$ cat src/hdl/i2cm_pkg.sv
// Shared types and constants for the I2C master register access block.
`default_nettype none

package i2cm_pkg;

  // Write buffer geometry
  localparam int WRITE_BUFFER_DEPTH = 16;
  localparam int BUF_IDX_W  = $clog2(WRITE_BUFFER_DEPTH);
  localparam int BUF_FILL_W = $clog2(WRITE_BUFFER_DEPTH + 1);

  // Item opcodes carried on the input tuser
  typedef enum logic [2:0] {
    MODE_TICK     = 3'd0,
    MODE_PUSH     = 3'd1,
    MODE_WRITE    = 3'd2,
    MODE_REG_READ = 3'd3,
    MODE_CUR_READ = 3'd4
  } mode_t;

  // Bus sequencer phases
  typedef enum logic [4:0] {
    PH_IDLE       = 5'd0,
    PH_START      = 5'd1,
    PH_SEND_ADDRW = 5'd2,
    PH_SEND_REG   = 5'd3,
    PH_SEND_DATA  = 5'd4,
    PH_SEND_ADDRR = 5'd5,
    PH_RSTART     = 5'd6,
    PH_RECV       = 5'd7,
    PH_STOP_OK    = 5'd8,
    PH_STOP_ERR   = 5'd9
  } phase_t;

  typedef enum logic [1:0] {
    KIND_NONE     = 2'd0,
    KIND_WRITE    = 2'd1,
    KIND_REG_READ = 2'd2,
    KIND_CUR_READ = 2'd3
  } kind_t;

  // R/W bit handling on the address byte
  localparam logic [7:0] ADDR_WR_MASK = 8'hFE;
  localparam logic [7:0] ADDR_RD_BIT  = 8'h01;
  localparam logic [7:0] BYTE_MSB     = 8'h80;

  // One input item
  typedef struct packed {
    logic [2:0] mode;
    logic [6:0] device_address;
    logic [7:0] register_address;
    logic [4:0] byte_count;
    logic [7:0] write_byte;
    logic       sda_in;
  } item_t;

  // One result item
  typedef struct packed {
    logic       scl_level;
    logic       sda_level;
    logic       busy_res;
    logic       read_valid;
    logic [7:0] read_data;
    logic       read_last;
    logic       done_res;
    logic       status;
  } result_t;

endpackage

`default_nettype wire

$ cat src/hdl/i2c_master_register_access_top.sv
// Top level of the I2C master register access block: stream ports and result buffering.
//
// Usage: every input item carries an opcode on in_tuser. A tick item advances the open-drain
// bus by one half-bit interval; push items fill the 16-byte write buffer while idle; start
// items launch a register write, a register read or a current-address read. Each accepted
// item yields exactly one result item showing SCL/SDA after that item, busy, any byte just
// received (read_last on out_tlast) and done/status when STOP completes.
// A result is registered in the output register, or the skid register while one waits.
// Throughput: one item per cycle while in_tready is high; the transaction state is
// updated by single-pass logic between the input handshake and the result register.
// Stall: a two-entry result buffer (output register plus skid register) lets one more item
// be accepted while a result waits; in_tready drops only while the skid register is full.
// Reset: rst_n (synchronous, active low) returns the bus to idle, empties the write buffer
// count and discards any pending results.
`default_nettype none

module i2c_master_register_access_top (
  input  wire logic        clk,
  input  wire logic        rst_n,
  input  wire logic        in_tvalid,
  output logic             in_tready,
  // [6:0] device_address, [14:7] register_address, [19:15] byte_count,
  // [27:20] write_byte, [28] sda_in, [31:29] zero
  input  wire logic [31:0] in_tdata,
  // [2:0] mode
  input  wire logic [2:0]  in_tuser,
  output logic             out_tvalid,
  input  wire logic        out_tready,
  // [0] scl_level, [1] sda_level, [2] busy_res, [3] read_valid, [11:4] read_data,
  // [12] done_res, [13] status, [15:14] zero
  output logic [15:0]      out_tdata,
  // read_last
  output logic             out_tlast
);

  i2cm_pkg::item_t   item;
  i2cm_pkg::result_t res;
  i2cm_pkg::result_t out_data_r, skid_data_r;
  logic              out_valid_r, skid_valid_r;
  logic              in_acc, out_free;

  // Unpack the input item
  assign item.mode             = in_tuser;
  assign item.device_address   = in_tdata[6:0];
  assign item.register_address = in_tdata[14:7];
  assign item.byte_count       = in_tdata[19:15];
  assign item.write_byte       = in_tdata[27:20];
  assign item.sda_in           = in_tdata[28];

  assign in_tready = !skid_valid_r;
  assign in_acc    = in_tvalid && in_tready;
  assign out_free  = !out_valid_r || out_tready;

  i2cm_core u_core (
    .clk    (clk),
    .rst_n  (rst_n),
    .accept (in_acc),
    .item   (item),
    .result (res)
  );

  // Result buffer valid flags
  always_ff @(posedge clk) begin
    if (!rst_n) begin
      out_valid_r  <= 1'b0;
      skid_valid_r <= 1'b0;
    end else begin
      if (out_free) begin
        out_valid_r  <= skid_valid_r || in_acc;
        skid_valid_r <= 1'b0;
      end else if (in_acc) begin
        skid_valid_r <= 1'b1;
      end
    end
  end

  // Result buffer payload
  always_ff @(posedge clk) begin
    if (out_free) begin
      out_data_r <= skid_valid_r ? skid_data_r : res;
    end else if (in_acc) begin
      skid_data_r <= res;
    end
  end

  assign out_tvalid = out_valid_r;
  assign out_tdata  = {2'b00, out_data_r.status, out_data_r.done_res, out_data_r.read_data,
                       out_data_r.read_valid, out_data_r.busy_res, out_data_r.sda_level,
                       out_data_r.scl_level};
  assign out_tlast  = out_data_r.read_last;

endmodule

`default_nettype wire

$ cat src/hdl/i2cm_core.sv
// Bus sequencer: transaction state, write buffer and per-item result logic.
`default_nettype none

module i2cm_core (
  input  wire logic              clk,
  input  wire logic              rst_n,
  input  wire logic              accept,
  input  wire i2cm_pkg::item_t   item,
  output i2cm_pkg::result_t      result
);

  i2cm_pkg::phase_t phase_r, phase_nxt;
  i2cm_pkg::kind_t  kind_r, kind_nxt;
  logic [1:0] sub_step_r, sub_step_nxt;
  logic [3:0] bit_index_r, bit_index_nxt;
  logic [4:0] byte_index_r, byte_index_nxt;
  logic [7:0] shift_byte_r, shift_byte_nxt;
  logic [6:0] tgt_addr_r, tgt_addr_nxt;
  logic [7:0] tgt_reg_r, tgt_reg_nxt;
  logic [4:0] read_total_r, read_total_nxt;
  logic [i2cm_pkg::BUF_FILL_W-1:0] write_fill_r, write_fill_nxt;
  logic [7:0] wr_store_r [i2cm_pkg::WRITE_BUFFER_DEPTH];
  logic       wr_en;

  logic       rd_valid, rd_last, done, stat;
  logic [7:0] rd_data;
  logic [7:0] bit_shifted;
  logic [7:0] recv_shifted;
  logic [5:0] byte_plus_cur, byte_plus_new;
  logic       last_cur, last_new;
  logic [7:0] store_word;
  logic       more_data;
  logic [4:0] bc_in;

  assign bit_shifted   = {shift_byte_r[6:0], 1'b0};
  assign recv_shifted  = {shift_byte_r[6:0], item.sda_in};
  assign byte_plus_cur = {1'b0, byte_index_r} + 6'd1;
  assign last_cur      = byte_plus_cur >= {1'b0, read_total_r};
  assign store_word    = wr_store_r[byte_index_r[i2cm_pkg::BUF_IDX_W-1:0]];
  // More buffered bytes remain for the data phase
  assign more_data     = ({1'b0, byte_index_r} < {1'b0, write_fill_r}) &&
                         (byte_index_r < 5'(i2cm_pkg::WRITE_BUFFER_DEPTH));
  assign bc_in         = item.byte_count;

  // Next state for one accepted item
  always_comb begin
    phase_nxt      = phase_r;
    kind_nxt       = kind_r;
    sub_step_nxt   = sub_step_r;
    bit_index_nxt  = bit_index_r;
    byte_index_nxt = byte_index_r;
    shift_byte_nxt = shift_byte_r;
    tgt_addr_nxt   = tgt_addr_r;
    tgt_reg_nxt    = tgt_reg_r;
    read_total_nxt = read_total_r;
    write_fill_nxt = write_fill_r;
    wr_en          = 1'b0;
    rd_valid       = 1'b0;
    rd_data        = 8'd0;
    rd_last        = 1'b0;
    done           = 1'b0;
    stat           = 1'b0;

    if (accept) begin
      if (phase_r != i2cm_pkg::PH_IDLE) begin
        // Busy: only a tick advances the bus
        if (item.mode == i2cm_pkg::MODE_TICK) begin
          unique case (phase_r)
            i2cm_pkg::PH_START: begin
              if (sub_step_r == 2'd0) begin
                sub_step_nxt = 2'd1;
              end else begin
                sub_step_nxt  = 2'd0;
                bit_index_nxt = 4'd0;
                if (kind_r == i2cm_pkg::KIND_CUR_READ) begin
                  phase_nxt      = i2cm_pkg::PH_SEND_ADDRR;
                  shift_byte_nxt = {tgt_addr_r, 1'b0} | i2cm_pkg::ADDR_RD_BIT;
                end else begin
                  phase_nxt      = i2cm_pkg::PH_SEND_ADDRW;
                  shift_byte_nxt = {tgt_addr_r, 1'b0} & i2cm_pkg::ADDR_WR_MASK;
                end
              end
            end
            i2cm_pkg::PH_SEND_ADDRW, i2cm_pkg::PH_SEND_REG,
            i2cm_pkg::PH_SEND_DATA, i2cm_pkg::PH_SEND_ADDRR: begin
              if (sub_step_r == 2'd0) begin
                sub_step_nxt = 2'd1;
              end else begin
                sub_step_nxt = 2'd0;
                if (bit_index_r < 4'd8) begin
                  shift_byte_nxt = bit_shifted;
                  bit_index_nxt  = bit_index_r + 4'd1;
                end else if (item.sda_in) begin
                  // NACK from the target
                  phase_nxt     = i2cm_pkg::PH_STOP_ERR;
                  bit_index_nxt = 4'd0;
                end else begin
                  bit_index_nxt = 4'd0;
                  unique case (phase_r)
                    i2cm_pkg::PH_SEND_ADDRW: begin
                      phase_nxt      = i2cm_pkg::PH_SEND_REG;
                      shift_byte_nxt = tgt_reg_r;
                    end
                    i2cm_pkg::PH_SEND_REG: begin
                      if (kind_r == i2cm_pkg::KIND_WRITE) begin
                        if (write_fill_r != '0) begin
                          phase_nxt      = i2cm_pkg::PH_SEND_DATA;
                          shift_byte_nxt = wr_store_r[0];
                          byte_index_nxt = 5'd1;
                        end else begin
                          phase_nxt      = i2cm_pkg::PH_STOP_OK;
                          byte_index_nxt = 5'd0;
                        end
                      end else if (kind_r == i2cm_pkg::KIND_REG_READ) begin
                        phase_nxt     = i2cm_pkg::PH_RSTART;
                        bit_index_nxt = bit_index_r;
                      end else begin
                        phase_nxt = i2cm_pkg::PH_STOP_OK;
                      end
                    end
                    i2cm_pkg::PH_SEND_DATA: begin
                      if (more_data) begin
                        shift_byte_nxt = store_word;
                        byte_index_nxt = byte_plus_cur[4:0];
                      end else begin
                        phase_nxt = i2cm_pkg::PH_STOP_OK;
                      end
                    end
                    default: begin
                      phase_nxt      = i2cm_pkg::PH_RECV;
                      byte_index_nxt = 5'd0;
                      shift_byte_nxt = 8'd0;
                    end
                  endcase
                end
              end
            end
            i2cm_pkg::PH_RSTART: begin
              if (sub_step_r < 2'd2) begin
                sub_step_nxt = sub_step_r + 2'd1;
              end else begin
                phase_nxt      = i2cm_pkg::PH_SEND_ADDRR;
                shift_byte_nxt = {tgt_addr_r, 1'b0} | i2cm_pkg::ADDR_RD_BIT;
                bit_index_nxt  = 4'd0;
                sub_step_nxt   = 2'd0;
              end
            end
            i2cm_pkg::PH_RECV: begin
              if (sub_step_r == 2'd0) begin
                sub_step_nxt = 2'd1;
              end else begin
                sub_step_nxt = 2'd0;
                if (bit_index_r < 4'd8) begin
                  shift_byte_nxt = recv_shifted;
                  bit_index_nxt  = bit_index_r + 4'd1;
                  if (bit_index_r == 4'd7) begin
                    rd_valid = 1'b1;
                    rd_data  = recv_shifted;
                    rd_last  = last_cur;
                  end
                end else if (last_cur) begin
                  phase_nxt     = i2cm_pkg::PH_STOP_OK;
                  bit_index_nxt = 4'd0;
                end else begin
                  byte_index_nxt = byte_plus_cur[4:0];
                  bit_index_nxt  = 4'd0;
                  shift_byte_nxt = 8'd0;
                end
              end
            end
            i2cm_pkg::PH_STOP_OK, i2cm_pkg::PH_STOP_ERR: begin
              if (sub_step_r == 2'd0) begin
                sub_step_nxt = 2'd1;
              end else begin
                done = 1'b1;
                stat = (phase_r == i2cm_pkg::PH_STOP_ERR);
                if (kind_r == i2cm_pkg::KIND_WRITE) begin
                  write_fill_nxt = '0;
                end
                phase_nxt     = i2cm_pkg::PH_IDLE;
                sub_step_nxt  = 2'd0;
                bit_index_nxt = 4'd0;
              end
            end
            default: begin
              phase_nxt    = i2cm_pkg::PH_IDLE;
              sub_step_nxt = 2'd0;
            end
          endcase
        end
      end else begin
        // Idle: buffer pushes and transaction starts
        unique case (item.mode)
          i2cm_pkg::MODE_PUSH: begin
            if (write_fill_r < i2cm_pkg::BUF_FILL_W'(i2cm_pkg::WRITE_BUFFER_DEPTH)) begin
              wr_en          = 1'b1;
              write_fill_nxt = write_fill_r + i2cm_pkg::BUF_FILL_W'(1);
            end
          end
          i2cm_pkg::MODE_WRITE, i2cm_pkg::MODE_REG_READ, i2cm_pkg::MODE_CUR_READ: begin
            tgt_addr_nxt   = item.device_address;
            tgt_reg_nxt    = item.register_address;
            case (item.mode)
              i2cm_pkg::MODE_WRITE:    kind_nxt = i2cm_pkg::KIND_WRITE;
              i2cm_pkg::MODE_REG_READ: kind_nxt = i2cm_pkg::KIND_REG_READ;
              default:                 kind_nxt = i2cm_pkg::KIND_CUR_READ;
            endcase
            // Zero count reads one byte
            if (item.mode == i2cm_pkg::MODE_REG_READ && bc_in != 5'd0) begin
              read_total_nxt = bc_in;
            end else begin
              read_total_nxt = 5'd1;
            end
            byte_index_nxt = 5'd0;
            bit_index_nxt  = 4'd0;
            shift_byte_nxt = 8'd0;
            sub_step_nxt   = 2'd0;
            phase_nxt      = i2cm_pkg::PH_START;
          end
          default: ;
        endcase
      end
    end
  end

  // Bus levels after the item, from the updated state
  assign byte_plus_new = {1'b0, byte_index_nxt} + 6'd1;
  assign last_new      = byte_plus_new >= {1'b0, read_total_nxt};

  always_comb begin
    result            = '0;
    result.scl_level  = 1'b1;
    result.sda_level  = 1'b1;
    unique case (phase_nxt)
      i2cm_pkg::PH_START: begin
        result.sda_level = (sub_step_nxt == 2'd0);
      end
      i2cm_pkg::PH_SEND_ADDRW, i2cm_pkg::PH_SEND_REG,
      i2cm_pkg::PH_SEND_DATA, i2cm_pkg::PH_SEND_ADDRR: begin
        result.scl_level = sub_step_nxt[0];
        result.sda_level = (bit_index_nxt < 4'd8) ?
                           ((shift_byte_nxt & i2cm_pkg::BYTE_MSB) != 8'd0) : 1'b1;
      end
      i2cm_pkg::PH_RSTART: begin
        result.scl_level = (sub_step_nxt != 2'd0);
        result.sda_level = (sub_step_nxt != 2'd2);
      end
      i2cm_pkg::PH_RECV: begin
        result.scl_level = sub_step_nxt[0];
        result.sda_level = (bit_index_nxt < 4'd8) ? 1'b1 : last_new;
      end
      i2cm_pkg::PH_STOP_OK, i2cm_pkg::PH_STOP_ERR: begin
        result.scl_level = sub_step_nxt[0];
        result.sda_level = 1'b0;
      end
      default: ;
    endcase
    result.busy_res   = (phase_nxt != i2cm_pkg::PH_IDLE);
    result.read_valid = rd_valid;
    result.read_data  = rd_data;
    result.read_last  = rd_last;
    result.done_res   = done;
    result.status     = stat;
  end

  // State registers
  always_ff @(posedge clk) begin
    if (!rst_n) begin
      phase_r      <= i2cm_pkg::PH_IDLE;
      kind_r       <= i2cm_pkg::KIND_NONE;
      sub_step_r   <= 2'd0;
      bit_index_r  <= 4'd0;
      byte_index_r <= 5'd0;
      shift_byte_r <= 8'd0;
      tgt_addr_r   <= 7'd0;
      tgt_reg_r    <= 8'd0;
      read_total_r <= 5'd0;
      write_fill_r <= '0;
    end else begin
      phase_r      <= phase_nxt;
      kind_r       <= kind_nxt;
      sub_step_r   <= sub_step_nxt;
      bit_index_r  <= bit_index_nxt;
      byte_index_r <= byte_index_nxt;
      shift_byte_r <= shift_byte_nxt;
      tgt_addr_r   <= tgt_addr_nxt;
      tgt_reg_r    <= tgt_reg_nxt;
      read_total_r <= read_total_nxt;
      write_fill_r <= write_fill_nxt;
    end
  end

  // Write buffer, contents undefined until pushed
  always_ff @(posedge clk) begin
    if (wr_en) begin
      wr_store_r[write_fill_r[i2cm_pkg::BUF_IDX_W-1:0]] <= item.write_byte;
    end
  end

endmodule

`default_nettype wire

$ cat config.mk
export PLATFORM = sky130hd
export DESIGN_NAME = i2c_master_register_access_top
export DESIGN_NICKNAME = d
export VERILOG_FILES = /design/src/hdl/i2cm_pkg.sv /design/src/hdl/i2c_master_register_access_top.sv /design/src/hdl/i2cm_core.sv
export SDC_FILE = /design/constraint.sdc
export NUM_CORES = 1
export LEC_CHECK = 0
export BUFFER_PORTS_ARGS = -buffer_cell sky130_fd_sc_hd__buf_4
export CAP_MARGIN = 30
export CORE_MARGIN = 2
export CORE_UTILIZATION = 55
export CTS_BUF_LIST = sky130_fd_sc_hd__clkbuf_16
export CTS_CLUSTER_SIZE = 25
export DETAILED_ROUTE_END_ITERATION = 7
export PLACE_DENSITY = 0.84
export SYNTH_ARGS = -nofsm -noshare
export SYNTH_HDL_FRONTEND = slang
export SYNTH_HIERARCHICAL = 1
export SYNTH_SLANG_ARGS = --single-unit
$ cat constraint.sdc
create_clock -name clk -period 5.11 [get_ports clk]
set_input_delay 0.511 -clock clk [delete_from_list [all_inputs] [get_ports clk]]
set_output_delay 0.511 -clock clk [all_outputs]
set_load 0.05 [all_outputs]
==> run metrics, run 1 <==
Placed Area 10,800 um^2; final net count 938; port bufs 52; FILL cells 1,278; Worst EP required 5.37 ns; post-DR vias/cell 6.47; CTS tree yes; GRT Residual Overflow 0; area leader, netlist edfxtp_1; Unique masters post-synth 80; total of max-cap violations 0; Util after Layout 63.8%; Layout area overhead 13.4%; placed cells 1,082; clk_lat worst skew 0.52 ns; most frequent cells in the layout 158 x edfxtp_1, 82 x buf_4, 77 x nor2_1, 70 x nand2_1, 52 x dfxtp_1; FF-to-FF path depth 21; #FFs+latches synth 211; non-filler cells, final 1,122; Final Instance Area 11,500 um^2; actual slew at the worst max-slew pin 0.861 ns; Max Clk Rate 0.205 GHz; Avg Cell Area, Syn 12.4 um^2; ys flop type edfxtp_1; Most Crowded Layer GR met2; critical path class register to register; DP HPWL 16,500 um; Post-Syn Area 10,200 um^2; Worst path max stage delay 0.40 ns; largest net degree at the start of global routing 45; met2 global-route usage 43.3%; Tot Pwr 3.52 mW; Worst Hold Class input pin to register; CP startpoint kind register; GRT Overall Usage 25.0%; asr flop ratio synth 0%; RR Endpoint out_tdata[1]; Slew HR 41.8%; Detailed Route WL 24,700 um; initial antenna violation count 0; clock sink count 211; Cells after Synth 818; layout cell share with drive strength beyond 1 22.2%; # rows 49; Hold Crit Start in_tdata[14]; Die W 140 um; crit path max fanout 5; EDFF count, synth 158; DIE AREA 19,600 um^2; Hold WS 0.248 ns; Bufs on Longest Clock Path 3; internal reg-to-reg setup slack 0.24 ns; routability cong. 0.961; clk_skew 0.0121 ns; root buf cell clkbuf_16; main area contributors after synthesis edfxtp_1 47%, dfxtp_1 10%, mux4_2 8.6%, nor2_1 2.8%, ha_1 2.6%; met3 Use GR 3.76%; clock transition at the registers of the reported paths 0.07 ns; CP most frequent cell ha_1; pwr/cell area 305 nW/um^2; wire per inst 22.0 um; wire length of the first global-routing pass 38,400 um; WP data arrival 5.13 ns; vias in the first global route 7,016; Crit-path slowest cell a2111oi_0; n_diodes 0; crit path time final 4.87 ns; count of final setup violators 0; status complete, but fails checks; Synth top area share 46.6%; via count 7,255; Die H 140 um; I/O pins 58; ANT nets after route 0; commonest non-fill, non-tap cell in the layout edfxtp_1; Initial Utilization 56.3%; post-route clock period utilization 95.3%; hold depth 3; Yosys Warn Count 6; worst r2r src u_core/byte_index_r[0]; hold endpoint u_core/tgt_reg_r[7]; H-tree depth 1; DRC viols 7; final hold vios 0; DRT iter0 DRCs 813; register area share after synthesis 57.0%; TritonRoute pass-1 iters 8; Worst setup EP type register; M1 GR Usage 31.8%; Core ar. 18,100 um^2; crit path cell chain ha_1 > nor2b_1 > or2_2 > ha_1 > o21a_1 > o21ai_1 > o211ai_1 > buf_4 > or2_2 > a21oi_1 > nor2_1 > nor2_1 > ha_1 > ha_1 > a21oi_1 > nor2b_1 > o21ai_0 > nand2b_1 > a2111oi_0 > o211ai_1 > mux2_2; Leak 3.95 nW; TritonCTS Buffers 22; failing checks DRC; Slew Viols, Final 0; peak supply drop 0.304 mV
==> cell type report <==
| cell class | instances | area [um^2] | share of cell area (%) |
|---|---|---|---|
| Clock inverter | 17 | 108 | 0.932 |
| Timing Repair Buffer | 84 | 638 | 5.53 |
| Inverter | 29 | 109 | 0.943 |
| Multi-Input combinational cell | 530 | 4050 | 35.1 |
| Sequential cell | 211 | 5810 | 50.3 |
| Tap cell | 229 | 287 | 2.48 |
| Clock buffer | 22 | 551 | 4.77 |
==> how the worst max path moves through the flow <==
stage | from | endpoint | cells after the start
detailed placement | u_core/byte_index_r[0] | out_tdata[1] | 19
floorplan | u_core/byte_index_r[0] | out_tdata[1] | 20
global route | u_core/byte_index_r[0] | out_tdata[1] | 20
finish | u_core/byte_index_r[0] | out_tdata[1] | 21
CTS | u_core/byte_index_r[0] | out_tdata[1] | 19
global placement | u_core/byte_index_r[0] | out_tdata[1] | 19
==> metrics by stage <==
| stage | setup TNS (ns) | setup slack, ns |
|---|---|---|
| floorplan | 0 | 0.320 |
| global placement | 0 | 0.295 |
| detailed placement | 0 | 0.201 |
| CTS | 0 | 0.126 |
| global route | -0.0147 | -0.0147 |
| finish | 0 | 0.241 |
==> where the power goes <==
group / internal [mW] / switching (mW) / leakage (nW)
Combinational: 0.0711 / 0.129 / 1.74
Sequential: 1.86 / 0.0142 / 1.87
Clock: 0.792 / 0.653 / 0.342
==> per-layer routing <==
layer	part of all wire (%)	vias to the layer above	wire [um]
met5	0	-	0
met4	4.3	0	1060
met3	8.1	87	2010
met2	49	442	12200
met1	38	3504	9480
li1	-	3222	-
==> timing repair <==
item,4_1_cts,5_1_grt
setup buffers,0,1
endpoints found under the hold margin,0,0
gates resized for setup,0,8
hold buffers,0,0
endpoints found under the setup margin,0,2
==> kinds of logic (layout without fill, tap and decap cells) <==
| group | Yosys count | count (layout) | share of synthesized area (%) |
|---|---|---|---|
| adder cells (fa/ha/maj) | 21 | 21 | 2.58 |
| AO/OA/AOI/OAI | 163 | 163 | 11.1 |
| AND/OR/NAND/NOR | 270 | 270 | 13.3 |
| buffers and inverters | 78 | 152 | 3.59 |
| other | 1 | 2 | 0.0368 |
| XOR/XNOR | 10 | 10 | 0.861 |
| multiplexers | 64 | 64 | 11.5 |
| flip-flops | 211 | 211 | 57.0 |
==> critical path, delay by kind of cell (launching register included) <==
| family | cells | cell delay (ns) |
|---|---|---|
| flip-flops | 1 | 0.34 |
| adder cells (fa/ha/maj) | 4 | 1.04 |
| AND/OR/NAND/NOR | 7 | 1.14 |
| buffers and inverters | 1 | 0.21 |
| AO/OA/AOI/OAI | 8 | 1.57 |
| multiplexers | 1 | 0.30 |
==> Yosys cell counts, drive strengths merged, types with 4 or more instances <==
library cell,count
or3,5
a211oi,5
nand2b,12
ha,21
nand2,70
buf,26
o21bai,4
mux2,17
nor2b,14
nor2,79
a22oi,10
a41oi,4
and2,22
a222oi,6
nor3,17
nand4,4
o31ai,4
nor4,7
a32oi,5
clkbuf,23
o211ai,7
a21oi,47
inv,28
mux2i,8
edfxtp,158
xnor2,7
mux4,39
and3,9
nand3,12
or2,6
dfxtp,53
o21ai,27
a31oi,10
==> sequential cells by signal, summed over array words and instances, names as in the netlist <==
name                 cells
u_core/wr_store_r      128
skid_data_r             15
out_tdata               14
u_core/shift_byte_r      8
u_core/tgt_reg_r         8
u_core/tgt_addr_r        7
u_core/byte_index_r      5
u_core/phase_r           5
u_core/read_total_r      5
u_core/write_fill_r      5
u_core/bit_index_r       4
u_core/kind_r            2
u_core/sub_step_r        2
out_tlast                1
out_tvalid               1
skid_valid_r             1
Power figures use the tool's default switching activity.
==> run 2: changes to the inputs <==
- CORE_UTILIZATION: 55 -> 30
- PLACE_DENSITY: 0.84 -> 0.53
- clock period: 5.11 -> 4.7 ns (I/O delays scaled with it)
==> run 2 against run 1 <==
  * The run now ends clean
  * Fmax up 9.4%
  * Critical path depth unchanged
  * Worst hold slack worse by 0.046 ns
  * Clock skew down 0.0025 ns
  * Design area up 6.0%
  * Total power up 13%
  * Non-clock buffer count up 33
  * Global-route usage down 11 points
  * Wire length up 2.8%
  * Via count down 3.8%
  * Utilization down 27 points
  * Sequential share of layout area down 2.8 points
  * Largest cell class unchanged
  * Highest routed layer unchanged
==> run metrics, run 2 (synthesis results as in run 1) <==
GRT Overall Usage 14.2%; Die H 188 um; Layout area overhead 20.2%; CP startpoint kind register; Die W 188 um; TritonCTS Buffers 24; internal cell power 3.04 mW; Initial Utilization 30.4%; H-tree depth 1; CP top delay family compound AO/OA/AOI/OAI gates; Worst setup EP type register; CTS Hold Buffers Added 0; DRC viols 0; layout cell share with drive strength beyond 1 26.7%; Final Instance Area 12,200 um^2; Leak 4.14 nW; wire length of the first global-routing pass 39,500 um; Hold Crit Start in_tdata[6]; port bufs 52; wire per inst 18.4 um; status finished clean; ANT nets after route 0; Placed Area 11,400 um^2; Worst EP required 4.97 ns; CP startpoint u_core/byte_index_r[0]; final net count 973; Tot Pwr 3.96 mW; actual slew at the worst max-slew pin 0.922 ns; I/O pins 58; Max Clk Rate 0.225 GHz; clk_lat worst skew 0.52 ns; Crit-path slowest cell dfxtp_2; clk_skew 0.00966 ns; DIE AREA 35,400 um^2; clock transition at the registers of the reported paths 0.07 ns; vias in the first global route 6,739; routability cong. 0.930; crit path cell chain ha_2 > nor2b_1 > or2_4 > ha_4 > o21a_1 > o21ai_2 > o211ai_1 > buf_4 > or2_2 > a21oi_2 > nor2_2 > nor2_2 > ha_2 > xnor2_2 > ha_1 > nor2b_1 > o21ai_1 > nand2b_1 > a2111oi_4 > o211ai_1 > mux2_4; Comb pwr share 5.8%; post-DR vias/cell 5.06; root buf cell clkbuf_16; peak supply drop 0.258 mV; Slew Viols, Final 0; most frequent cells in the layout 158 x edfxtp_1, 114 x buf_4, 75 x nor2_1, 70 x nand2_1, 51 x dfxtp_1; Worst Hold Class input pin to register; crit path max fanout 4; # rows 67; TritonRoute pass-1 iters 5; critical path class register to register; commonest non-fill, non-tap cell in the layout edfxtp_1; largest net degree at the start of global routing 36; GRT Residual Overflow 0; worst path buffer plus inverter count 1; post-route clock period utilization 94.7%; Core ar. 33,400 um^2; Sw Share 23.2%; total of max-cap violations 0; part of the power in the clock network 42.9%; Multi-input gate area 4150 um^2; crit path time final 4.45 ns; worst r2r src u_core/byte_index_r[0]; clock sink count 211; part of the power in registers 51.3%; DRT iter0 DRCs 755; initial antenna violation count 0; pwr/cell area 324 nW/um^2; Sequential cell area 5810 um^2; Slew HR 38.0%; final hold vios 0; DP HPWL 18,100 um; n_diodes 0; CTS tree yes; count of final setup violators 0; max reg flops 128; via count 6,979; FILL cells 3,290; Worst path max stage delay 0.32 ns; WP data arrival 4.72 ns; Detailed Route WL 25,400 um; Psw 921 uW; Bufs on Longest Clock Path 3
-- run 2: worst paths after layout --
kind | to | slack, ns | cells after the start
setup reg to reg | out_tdata[1] | 0.25 | 21
hold / removal | u_core/tgt_addr_r[6] | 0.20 | 3
setup / recovery | out_tdata[1] | 0.25 | 21
hold reg to reg | u_core/tgt_reg_r[2] | 0.46 | 2
-- run 2: per-layer routing --
metal / up-vias / GRT usage [%] / part of all wire (%)
met1: 3403 / 19.9 / 46
met4: 0 / 4.54 / 3.2
met2: 215 / 22.5 / 45
met5: - / 0 / 0
li1: 3308 / - / -
met3: 53 / 2.24 / 5.1
-- run 2: worst reg2reg max path: stages, from the launching register on --
cell	delay (ns)
dfxtp_2	0.32
ha_2	0.18
nor2b_1	0.14
or2_4	0.25
ha_4	0.20
o21a_1	0.17
o21ai_2	0.12
o211ai_1	0.21
buf_4	0.20
or2_2	0.29
a21oi_2	0.16
nor2_2	0.06
nor2_2	0.14
ha_2	0.23
xnor2_2	0.07
ha_1	0.28
nor2b_1	0.12
o21ai_1	0.13
nand2b_1	0.11
a2111oi_4	0.29
o211ai_1	0.20
mux2_4	0.30
-- run 2: power groups by stage --
stage / combinational, mW / sequential, mW / clock, mW
final: 0.230 / 2.03 / 1.70
after CTS: 0.230 / 2.03 / 1.76
after global routing: 0.250 / 2.04 / 1.84
after global placement: 0.227 / 2.07 / 0
after floorplan: 0.102 / 2.10 / 0
after detailed placement: 0.229 / 2.07 / 0
-- run 2: final cells by class --
class	count	share of cell area [%]
clock buffers	24	4.91
inverters	29	0.890
flip-flops and latches	211	47.5
clock inverters	20	0.982
well taps	448	4.58
repair buffers	117	7.27
multi-input cells	530	33.9
-- run 2: what timing repair did --
item / 4_1_cts / 5_1_grt
gates resized for setup: 5 / 25
buffers inserted: 0 / 1
cloned: 0 / 0
pin swaps: 2 / 12
setup endpoints to repair: 1 / 2
-- run 2: stage by stage --
| step | TNS, ns | instances | util (%) | hold WS, ns | setup slack (ns) |
|---|---|---|---|---|---|
| after floorplan | 0 | 819 | - | 0.436 | 0.00222 |
| after CTS | 0 | 1377 | 36.2 | 0.182 | 0.00575 |
| after global routing | -0.00542 | 1379 | 36.6 | 0.200 | -0.00542 |
| after global placement | -0.0764 | 1332 | 33.9 | 0.448 | -0.0764 |
| final | 0 | 1379 | 36.6 | 0.202 | 0.249 |
| after detailed placement | -0.134 | 1333 | 34.0 | 0.452 | -0.134 |
